===== config.mk =====
export PLATFORM = sky130hd
export DESIGN_NAME = framed_command_receiver_with_deadman_unit
export DESIGN_NICKNAME = d
export VERILOG_FILES = /design/src/hdl/fcrd_pkg.sv /design/src/hdl/framed_command_receiver_with_deadman_unit.sv
export SDC_FILE = /design/constraint.sdc
export NUM_CORES = 1
export LEC_CHECK = 0
export BUFFER_PORTS_ARGS = -buffer_cell sky130_fd_sc_hd__buf_2
export CELL_PAD_IN_SITES_DETAIL_PLACEMENT = 0
export CELL_PAD_IN_SITES_GLOBAL_PLACEMENT = 1
export CORE_ASPECT_RATIO = 0.9
export CORE_MARGIN = 2
export CORE_UTILIZATION = 48
export CTS_CLUSTER_DIAMETER = 60
export CTS_CLUSTER_SIZE = 12
export DETAILED_ROUTE_END_ITERATION = 10
export GPL_TIMING_DRIVEN = 0
export PLACE_DENSITY = 0.77
export SYNTH_ARGS = -nofsm -noshare
export SYNTH_HDL_FRONTEND = slang
export SYNTH_SLANG_ARGS = --single-unit

===== constraint.sdc =====
create_clock -name clock -period 5.8 [get_ports clock]
set_input_delay 1.16 -clock clock [delete_from_list [all_inputs] [get_ports clock]]
set_output_delay 1.16 -clock clock [all_outputs]
set_load 0.01 [all_outputs]

===== src/hdl/fcrd_pkg.sv =====
// Package for the framed command receiver with dead-man timeout.
// Holds the word types of both channels, register indexes and framing constants.
// No dependencies.
package fcrd_pkg;

   typedef struct packed {
      logic       command;
      logic [7:0] rx_byte;
   } req_word_type;

   typedef struct packed {
      logic       laser0_on;
      logic       laser1_on;
      logic [7:0] motor0_reverse;
      logic [7:0] motor0_forward;
      logic [7:0] motor1_reverse;
      logic [7:0] motor1_forward;
      logic [7:0] frame_rate;
      logic       message_done;
      logic       deadman_expired;
   } rsp_word_type;

   localparam int unsigned CSR_INDEX_WIDTH = 1;
   localparam int unsigned CSR_DATA_WIDTH  = 16;
   localparam int unsigned INDEX_WIDTH     = 10;
   localparam int unsigned PAYLOAD_DEPTH   = 8;

   localparam logic [CSR_INDEX_WIDTH-1:0] CSR_DEADMAN_ENABLE = 1'd0;
   localparam logic [CSR_INDEX_WIDTH-1:0] CSR_DEADMAN_LIMIT  = 1'd1;

   localparam logic [7:0] HDR_A     = 8'hFF;
   localparam logic [7:0] HDR_B     = 8'h00;
   localparam logic [7:0] TYPE_DATA = 8'd1;
   localparam logic [7:0] TYPE_SKIP = 8'd2;
   localparam logic [7:0] FULL_HIGH = 8'd255;
   localparam logic [7:0] LASER_OFF = 8'd0;
   localparam logic [7:0] LASER_ON  = 8'd1;
   localparam logic [7:0] FPS_RESET = 8'd2;

   localparam logic [INDEX_WIDTH-1:0] FIRST_PAYLOAD = 10'd5;
   localparam logic [INDEX_WIDTH-1:0] PAYLOAD_END   = 10'd13;
   localparam logic [INDEX_WIDTH-1:0] TYPE_DATA_END = 10'd12;
   localparam logic [INDEX_WIDTH-1:0] TYPE_SKIP_END = 10'd999;

   localparam logic [CSR_DATA_WIDTH-1:0] LIMIT_RESET = 16'd5000;

endpackage


===== src/hdl/framed_command_receiver_with_deadman_unit.sv =====
// Top level of the framed command receiver with dead-man timeout.
// Depends on fcrd_pkg for the word types and framing constants.
//
// Usage: each request word is either a received serial byte (command 0) or a
// main loop tick (command 1). Bytes are searched for the header FF 00 FF 00;
// the following type byte starts a message, and a type 1 message updates the
// frame rate, laser commands and motor speeds. Each tick applies the stored
// commands to the laser pins and motor duties, or forces them off when the
// dead-man counter has expired and the dead-man is enabled.
// Every request word produces exactly one response word. One request word is
// accepted per cycle while req_stall is low; the rate is set by the single
// pass of decode logic between the request and the response register. A skid
// register lets one further word be accepted while a response is stalled;
// req_stall rises only when both are occupied. Reset is synchronous: the
// registers return to their reset values (dead-man enabled, limit 5000, frame
// rate 2) and no response is pending. Configuration writes on the csr_ port
// take effect from the next cycle; the user must make them only while the
// unit is idle, as the unit itself does not enforce this.
module framed_command_receiver_with_deadman_unit (
   input  logic                                   clock,
   input  logic                                   reset,
   input  logic                                   req_valid,
   output logic                                   req_stall,
   input  fcrd_pkg::req_word_type                 req_word,
   output logic                                   rsp_valid,
   input  logic                                   rsp_stall,
   output fcrd_pkg::rsp_word_type                 rsp_word,
   input  logic                                   csr_write,
   input  logic [fcrd_pkg::CSR_INDEX_WIDTH-1:0]   csr_index,
   input  logic [fcrd_pkg::CSR_DATA_WIDTH-1:0]    csr_wdata
);

   localparam int unsigned IW = fcrd_pkg::INDEX_WIDTH;
   localparam int unsigned DW = fcrd_pkg::CSR_DATA_WIDTH;

   logic                 enable_ff, enable_in;
   logic [DW-1:0]        limit_ff, limit_in;
   logic [7:0]           window_ff [4];
   logic [7:0]           window_in [4];
   logic                 collecting_ff, collecting_in;
   logic [IW-1:0]        byte_index_ff, byte_index_in;
   logic [IW-1:0]        end_index_ff, end_index_in;
   logic [7:0]           payload_ff [fcrd_pkg::PAYLOAD_DEPTH];
   logic [7:0]           payload_in [fcrd_pkg::PAYLOAD_DEPTH];
   logic [7:0]           fps_ff, fps_in;
   logic [7:0]           laser_cmd_ff [2];
   logic [7:0]           laser_cmd_in [2];
   logic signed [8:0]    speed_ff [2];
   logic signed [8:0]    speed_in [2];
   logic                 pin_ff [2];
   logic                 pin_in [2];
   logic [7:0]           duty_ff [4];
   logic [7:0]           duty_in [4];
   logic [DW-1:0]        ticks_ff, ticks_in;

   logic                 req_accept;
   logic                 header_seen;
   logic                 done;
   logic                 expired;
   logic [IW-1:0]        index_step;
   logic [IW-1:0]        payload_offset;
   logic signed [8:0]    speed_neg [2];
   fcrd_pkg::rsp_word_type result;

   logic                 out_valid_ff;
   fcrd_pkg::rsp_word_type out_ff;
   logic                 skid_valid_ff;
   fcrd_pkg::rsp_word_type skid_ff;

   assign req_stall  = skid_valid_ff;
   assign req_accept = req_valid && !skid_valid_ff;
   assign rsp_valid  = out_valid_ff;
   assign rsp_word   = out_ff;

   assign header_seen = (window_ff[0] == fcrd_pkg::HDR_A) && (window_ff[1] == fcrd_pkg::HDR_B)
                        && (window_ff[2] == fcrd_pkg::HDR_A)
                        && (window_ff[3] == fcrd_pkg::HDR_B);
   assign payload_offset = byte_index_ff - fcrd_pkg::FIRST_PAYLOAD;
   assign speed_neg[0]   = -speed_ff[0];
   assign speed_neg[1]   = -speed_ff[1];

   always_comb begin
      enable_in     = enable_ff;
      limit_in      = limit_ff;
      window_in     = window_ff;
      collecting_in = collecting_ff;
      byte_index_in = byte_index_ff;
      end_index_in  = end_index_ff;
      payload_in    = payload_ff;
      fps_in        = fps_ff;
      laser_cmd_in  = laser_cmd_ff;
      speed_in      = speed_ff;
      pin_in        = pin_ff;
      duty_in       = duty_ff;
      ticks_in      = ticks_ff;
      index_step    = byte_index_ff;
      done          = 1'b0;
      expired       = 1'b0;

      if (csr_write) begin
         case (csr_index)
            fcrd_pkg::CSR_DEADMAN_ENABLE: enable_in = csr_wdata[0];
            fcrd_pkg::CSR_DEADMAN_LIMIT:  limit_in  = csr_wdata;
            default: ;
         endcase
      end

      if (req_accept) begin
         if (!req_word.command) begin
            if (!collecting_ff) begin
               window_in[0] = window_ff[1];
               window_in[1] = window_ff[2];
               window_in[2] = window_ff[3];
               window_in[3] = req_word.rx_byte;
               if (header_seen) begin
                  collecting_in = 1'b1;
                  byte_index_in = fcrd_pkg::FIRST_PAYLOAD;
                  if (req_word.rx_byte == fcrd_pkg::TYPE_DATA) begin
                     end_index_in = fcrd_pkg::TYPE_DATA_END;
                  end else if (req_word.rx_byte == fcrd_pkg::TYPE_SKIP) begin
                     end_index_in = fcrd_pkg::TYPE_SKIP_END;
                  end
               end
            end else begin
               if (byte_index_ff <= end_index_ff) begin
                  if (byte_index_ff >= fcrd_pkg::FIRST_PAYLOAD
                      && byte_index_ff < fcrd_pkg::PAYLOAD_END) begin
                     payload_in[payload_offset[2:0]] = req_word.rx_byte;
                  end
                  index_step = byte_index_ff + 10'd1;
               end
               byte_index_in = index_step;
               if (index_step > end_index_ff) begin
                  collecting_in = 1'b0;
                  done          = 1'b1;
                  ticks_in      = '0;
                  if (window_ff[3] == fcrd_pkg::TYPE_DATA) begin
                     fps_in          = payload_ff[0];
                     laser_cmd_in[0] = payload_ff[1];
                     laser_cmd_in[1] = payload_ff[4];
                     speed_in[0] = (payload_ff[3] == fcrd_pkg::FULL_HIGH)
                                   ? $signed({1'b0, payload_ff[2]})
                                   : -$signed({1'b0, payload_ff[2]});
                     speed_in[1] = (payload_ff[6] == fcrd_pkg::FULL_HIGH)
                                   ? $signed({1'b0, payload_ff[5]})
                                   : -$signed({1'b0, payload_ff[5]});
                  end
               end
            end
            expired = ticks_in >= limit_ff;
         end else begin
            expired = ticks_ff >= limit_ff;
            if (enable_ff && expired) begin
               pin_in[0] = 1'b0;
               pin_in[1] = 1'b0;
               duty_in[0] = '0;
               duty_in[1] = '0;
               duty_in[2] = '0;
               duty_in[3] = '0;
            end else begin
               for (int k = 0; k < 2; k++) begin
                  if (laser_cmd_ff[k] == fcrd_pkg::LASER_ON) begin
                     pin_in[k] = 1'b1;
                  end else if (laser_cmd_ff[k] == fcrd_pkg::LASER_OFF) begin
                     pin_in[k] = 1'b0;
                  end
                  if (speed_ff[k][8]) begin
                     duty_in[2*k]   = speed_neg[k][7:0];
                     duty_in[2*k+1] = '0;
                  end else begin
                     duty_in[2*k]   = '0;
                     duty_in[2*k+1] = speed_ff[k][7:0];
                  end
               end
            end
            if (ticks_ff < limit_ff) begin
               ticks_in = ticks_ff + 16'd1;
            end else begin
               ticks_in = limit_ff;
            end
         end
      end

      result.laser0_on       = pin_in[0];
      result.laser1_on       = pin_in[1];
      result.motor0_reverse  = duty_in[0];
      result.motor0_forward  = duty_in[1];
      result.motor1_reverse  = duty_in[2];
      result.motor1_forward  = duty_in[3];
      result.frame_rate      = fps_in;
      result.message_done    = done;
      result.deadman_expired = expired;
   end

   always_ff @(posedge clock) begin
      if (reset) begin
         enable_ff     <= 1'b1;
         limit_ff      <= fcrd_pkg::LIMIT_RESET;
         window_ff     <= '{default: '0};
         collecting_ff <= 1'b0;
         byte_index_ff <= '0;
         end_index_ff  <= '0;
         fps_ff        <= fcrd_pkg::FPS_RESET;
         laser_cmd_ff  <= '{default: '0};
         speed_ff      <= '{default: '0};
         pin_ff        <= '{default: 1'b0};
         duty_ff       <= '{default: '0};
         ticks_ff      <= '0;
      end else begin
         enable_ff     <= enable_in;
         limit_ff      <= limit_in;
         window_ff     <= window_in;
         collecting_ff <= collecting_in;
         byte_index_ff <= byte_index_in;
         end_index_ff  <= end_index_in;
         fps_ff        <= fps_in;
         laser_cmd_ff  <= laser_cmd_in;
         speed_ff      <= speed_in;
         pin_ff        <= pin_in;
         duty_ff       <= duty_in;
         ticks_ff      <= ticks_in;
      end
   end

   always_ff @(posedge clock) begin
      payload_ff <= payload_in;
   end

   always_ff @(posedge clock) begin
      if (reset) begin
         out_valid_ff  <= 1'b0;
         skid_valid_ff <= 1'b0;
      end else if (!out_valid_ff || !rsp_stall) begin
         if (skid_valid_ff) begin
            out_valid_ff  <= 1'b1;
            skid_valid_ff <= 1'b0;
         end else begin
            out_valid_ff <= req_accept;
         end
      end else if (req_accept) begin
         skid_valid_ff <= 1'b1;
      end
   end

   always_ff @(posedge clock) begin
      if (!out_valid_ff || !rsp_stall) begin
         if (skid_valid_ff) begin
            out_ff <= skid_ff;
         end else if (req_accept) begin
            out_ff <= result;
         end
      end else if (req_accept) begin
         skid_ff <= result;
      end
   end

endmodule

==> results.toml <==
[status]
status = "finished, final reports clean"

[place]
place.gp.congestion = 0.852
place.port_buffers = 75
post-dp-hpwl_mm = 25.3
dp.cells = 1827

[synth]
synth_edf_count = 144
yosysWarnings = 0
yosys.area.top_type = "edfxtp_1"
seq_area_frac_synth_pct = 54.0
synth_cell_type_count = 62
avgSynthCellArea_sq_um = 9.94
ys_ff_latch = 301
synth_common_cells = "nand2_1 (166), dfxtp_1 (157), edfxtp_1 (144), a21oi_1 (136), nor2_1 (127)"
synth_most_common_cell = "nand2_1"
ys_top_cells_by_area = "edfxtp_1 (31%), dfxtp_1 (23%), ha_1 (5.2%)"
ys_async_sr_fraction_pct = 0
synth_cells = 1390
synth_area_sq_mm = 0.0138
synthFlopType = "dfxtp_1"
synth_nets = 1479
synth_top_cell_area_share_pct = 31.3

[sta]
fmax_mhz = 182
relSlewSlack_pct = 21.6
slew_viol_final = 0
hold_violations = 0
grt_setup_unrepaired = "false"
clock_skew_ns = 0.0169
finalSetupViolCount = 0
worst-slew-pin-transition_ns = 1.17
period_needed_ns = 5.48
tns_ns = 0
fin_crit_sh_pct = 94.5

[die]
die-height_microns = 165
num_rows = 58
die_area_sq_mm = 0.0302
ios = 77
die_w_microns = 183
initial_core_util_pct = 49.1
coreArea_sq_mm = 0.0282

[drt]
first_iter_violations = 889
vias = 10589
antenna_left = 0
drc = 0
wl_per_cell_microns = 18.6
drtPass1Iterations = 9
routed_wl_mm = 35.2
via_per_inst = 5.58

[final_layout]
antenna_cells = 0
syn2layout_area_growth_pct = 15.4
stdcell_count = 1898
finalNetCount = 1601
final_core_util_pct = 56.7
layout-drive-gt1-share_pct = 11.1

[power]
ir_drop_uv = 216
power.density_mw_per_mm2 = 290
total_power_mw = 4.63
p_leak_nw = 5.84

[clock_network]
cts.clk_slew.worst_paths_ns = 0.07
clockRootBuffer = "clkbuf_16"
hold_buffers = 0
clock_latency_ns = 0.52
cts_buffers = 34
cts_sinks = 301
cts_tree = "yes"
htree_levels = 2
cts_max_path_buffers = 3

[critical_path]
crit_fanout = 6
critPathLaunchType = "register"
worstPathArrival_ns = 5.73
reg2reg_depth = 25
worstSetupPathType = "register to register"
cp-end-kind = "register"
worstPathRequired_ns = 6.05

[global_route]
grt_pass1_vias = 10171
grt_use_total_pct = 23.7
grt_antenna_before_repair = 0
grt_max_degree = 33
grt_pass1_wl_mm = 55.9
gr-total-overflow = 0

[hold_path]
min_path_cells = 2
hold_path_class = "register to register"

[run]
drv_cap = 0
==> final cells by class <==
cell class | count | area (sq um)
repair buffers | 86 | 495
well taps | 360 | 450
fillers | 2563 | 12200
clock inverters | 10 | 156
plain buffers | 76 | 332
flip-flops and latches | 301 | 7470
multi-input cells | 947 | 5850
clock buffers | 52 | 950
inverters | 66 | 251
==> flip-flops by register name, summed over array words and instances, names as in the netlist <==
register,cells
payload_ff,56
rsp_word,44
skid_ff,44
duty_ff,32
window_ff,32
speed_ff,18
laser_cmd_ff,16
limit_ff,16
ticks_ff,16
byte_index_ff,10
fps_ff,8
end_index_ff,3
pin_ff,2
collecting_ff,1
enable_ff,1
req_stall,1
rsp_valid,1
==> worst max-delay path: stages, from the launching register on <==
cell and delay [ns]:
dfxtp_2 0.39, clkinvlp_4 0.16, ha_1 0.34, and4b_1 0.20, o21ai_1 0.10, a21oi_1 0.10
o21ai_2 0.22, and2_1 0.22, nand3_1 0.14, xnor2_1 0.17, ha_1 0.33, and3_4 0.22
a221oi_4 0.31, a31oi_2 0.17, nor4_4 0.32, nor3_4 0.08, buf_12 0.15, nand2b_1 0.14
ha_1 0.27, nand2b_1 0.14, a21o_1 0.17, a21o_1 0.18, a21oi_1 0.16, o21ai_0 0.18
a21oi_2 0.26, o21ai_2 0.11
==> worst paths after layout <==
path                                start                         end  slack (ns)
max reg2reg  end_index_ff[8]$_SDFFE_PP0P_       rsp_word[0]$_DFFE_PP_        0.32
min reg2reg    window_ff[24]$_SDFFE_PP0P_  window_ff[24]$_SDFFE_PP0P_        0.45
max          end_index_ff[8]$_SDFFE_PP0P_       rsp_word[0]$_DFFE_PP_        0.32
min            window_ff[24]$_SDFFE_PP0P_  window_ff[24]$_SDFFE_PP0P_        0.45
==> routing by layer <==
| metal | wire, microns | share of wire (%) | track usage, % | vias up |
|---|---|---|---|---|
| li1 | - | - | - | 5257 |
| met5 | 0 | 0 | 0 | - |
| met3 | 1440 | 4.1 | 2.95 | 51 |
| met4 | 603 | 1.7 | 5.56 | 0 |
| met1 | 16900 | 48 | 33.8 | 5052 |
| met2 | 16200 | 46 | 38.7 | 229 |
==> kinds of logic after synthesis <==
kind of cell	share of synthesized area (%)
mux	2.85
simple gates	16.8
flops	54.0
fa+ha+maj	5.25
compound gates	14.4
xor+xnor	2.60
buf+inv	4.17
==> layout by cell type, fill, tap and decap left out, types with 35 or more instances in the layout <==
| cell | count |
|---|---|
| nand2_1 | 166 |
| dfxtp_1 | 156 |
| edfxtp_1 | 144 |
| a21oi_1 | 133 |
| nor2_1 | 126 |
| clkbuf_1 | 80 |
| buf_2 | 80 |
| inv_1 | 63 |
| o21ai_0 | 62 |
| ha_1 | 58 |
| xnor2_1 | 38 |
| clkbuf_16 | 35 |
==> stage by stage <==
| step | setup slack (ns) | instance area, sq um | hold WS, ns |
|---|---|---|---|
| 6_report | 0.320 | 16000 | 0.451 |
| 5_1_grt | 0.0670 | 16000 | 0.467 |
| 4_1_cts | 0.0179 | 15900 | 0.455 |
| 3_5_place_dp | -0.897 | 14700 | 0.447 |
| 3_3_place_gp | -0.881 | 14600 | 0.443 |
| 2_1_floorplan | 0.822 | 13800 | 0.432 |
==> report_power, final <==
part | leakage, nW | total (mW) | switching, mW | internal [mW]
clock | 0.529 | 2.14 | 0.864 | 1.28
combinational | 2.76 | 0.212 | 0.151 | 0.0612
sequential | 2.55 | 2.28 | 0.0155 | 2.26
==> timing repair <==
| item | 4_1_cts | 5_1_grt |
|---|---|---|
| gates resized for setup | 6 | 9 |
| endpoints found under the setup margin | 2 | 2 |
| pin swaps | 2 | 3 |
| buffers inserted | 6 | 2 |
Note: power is estimated with default switching activity, not from simulation.
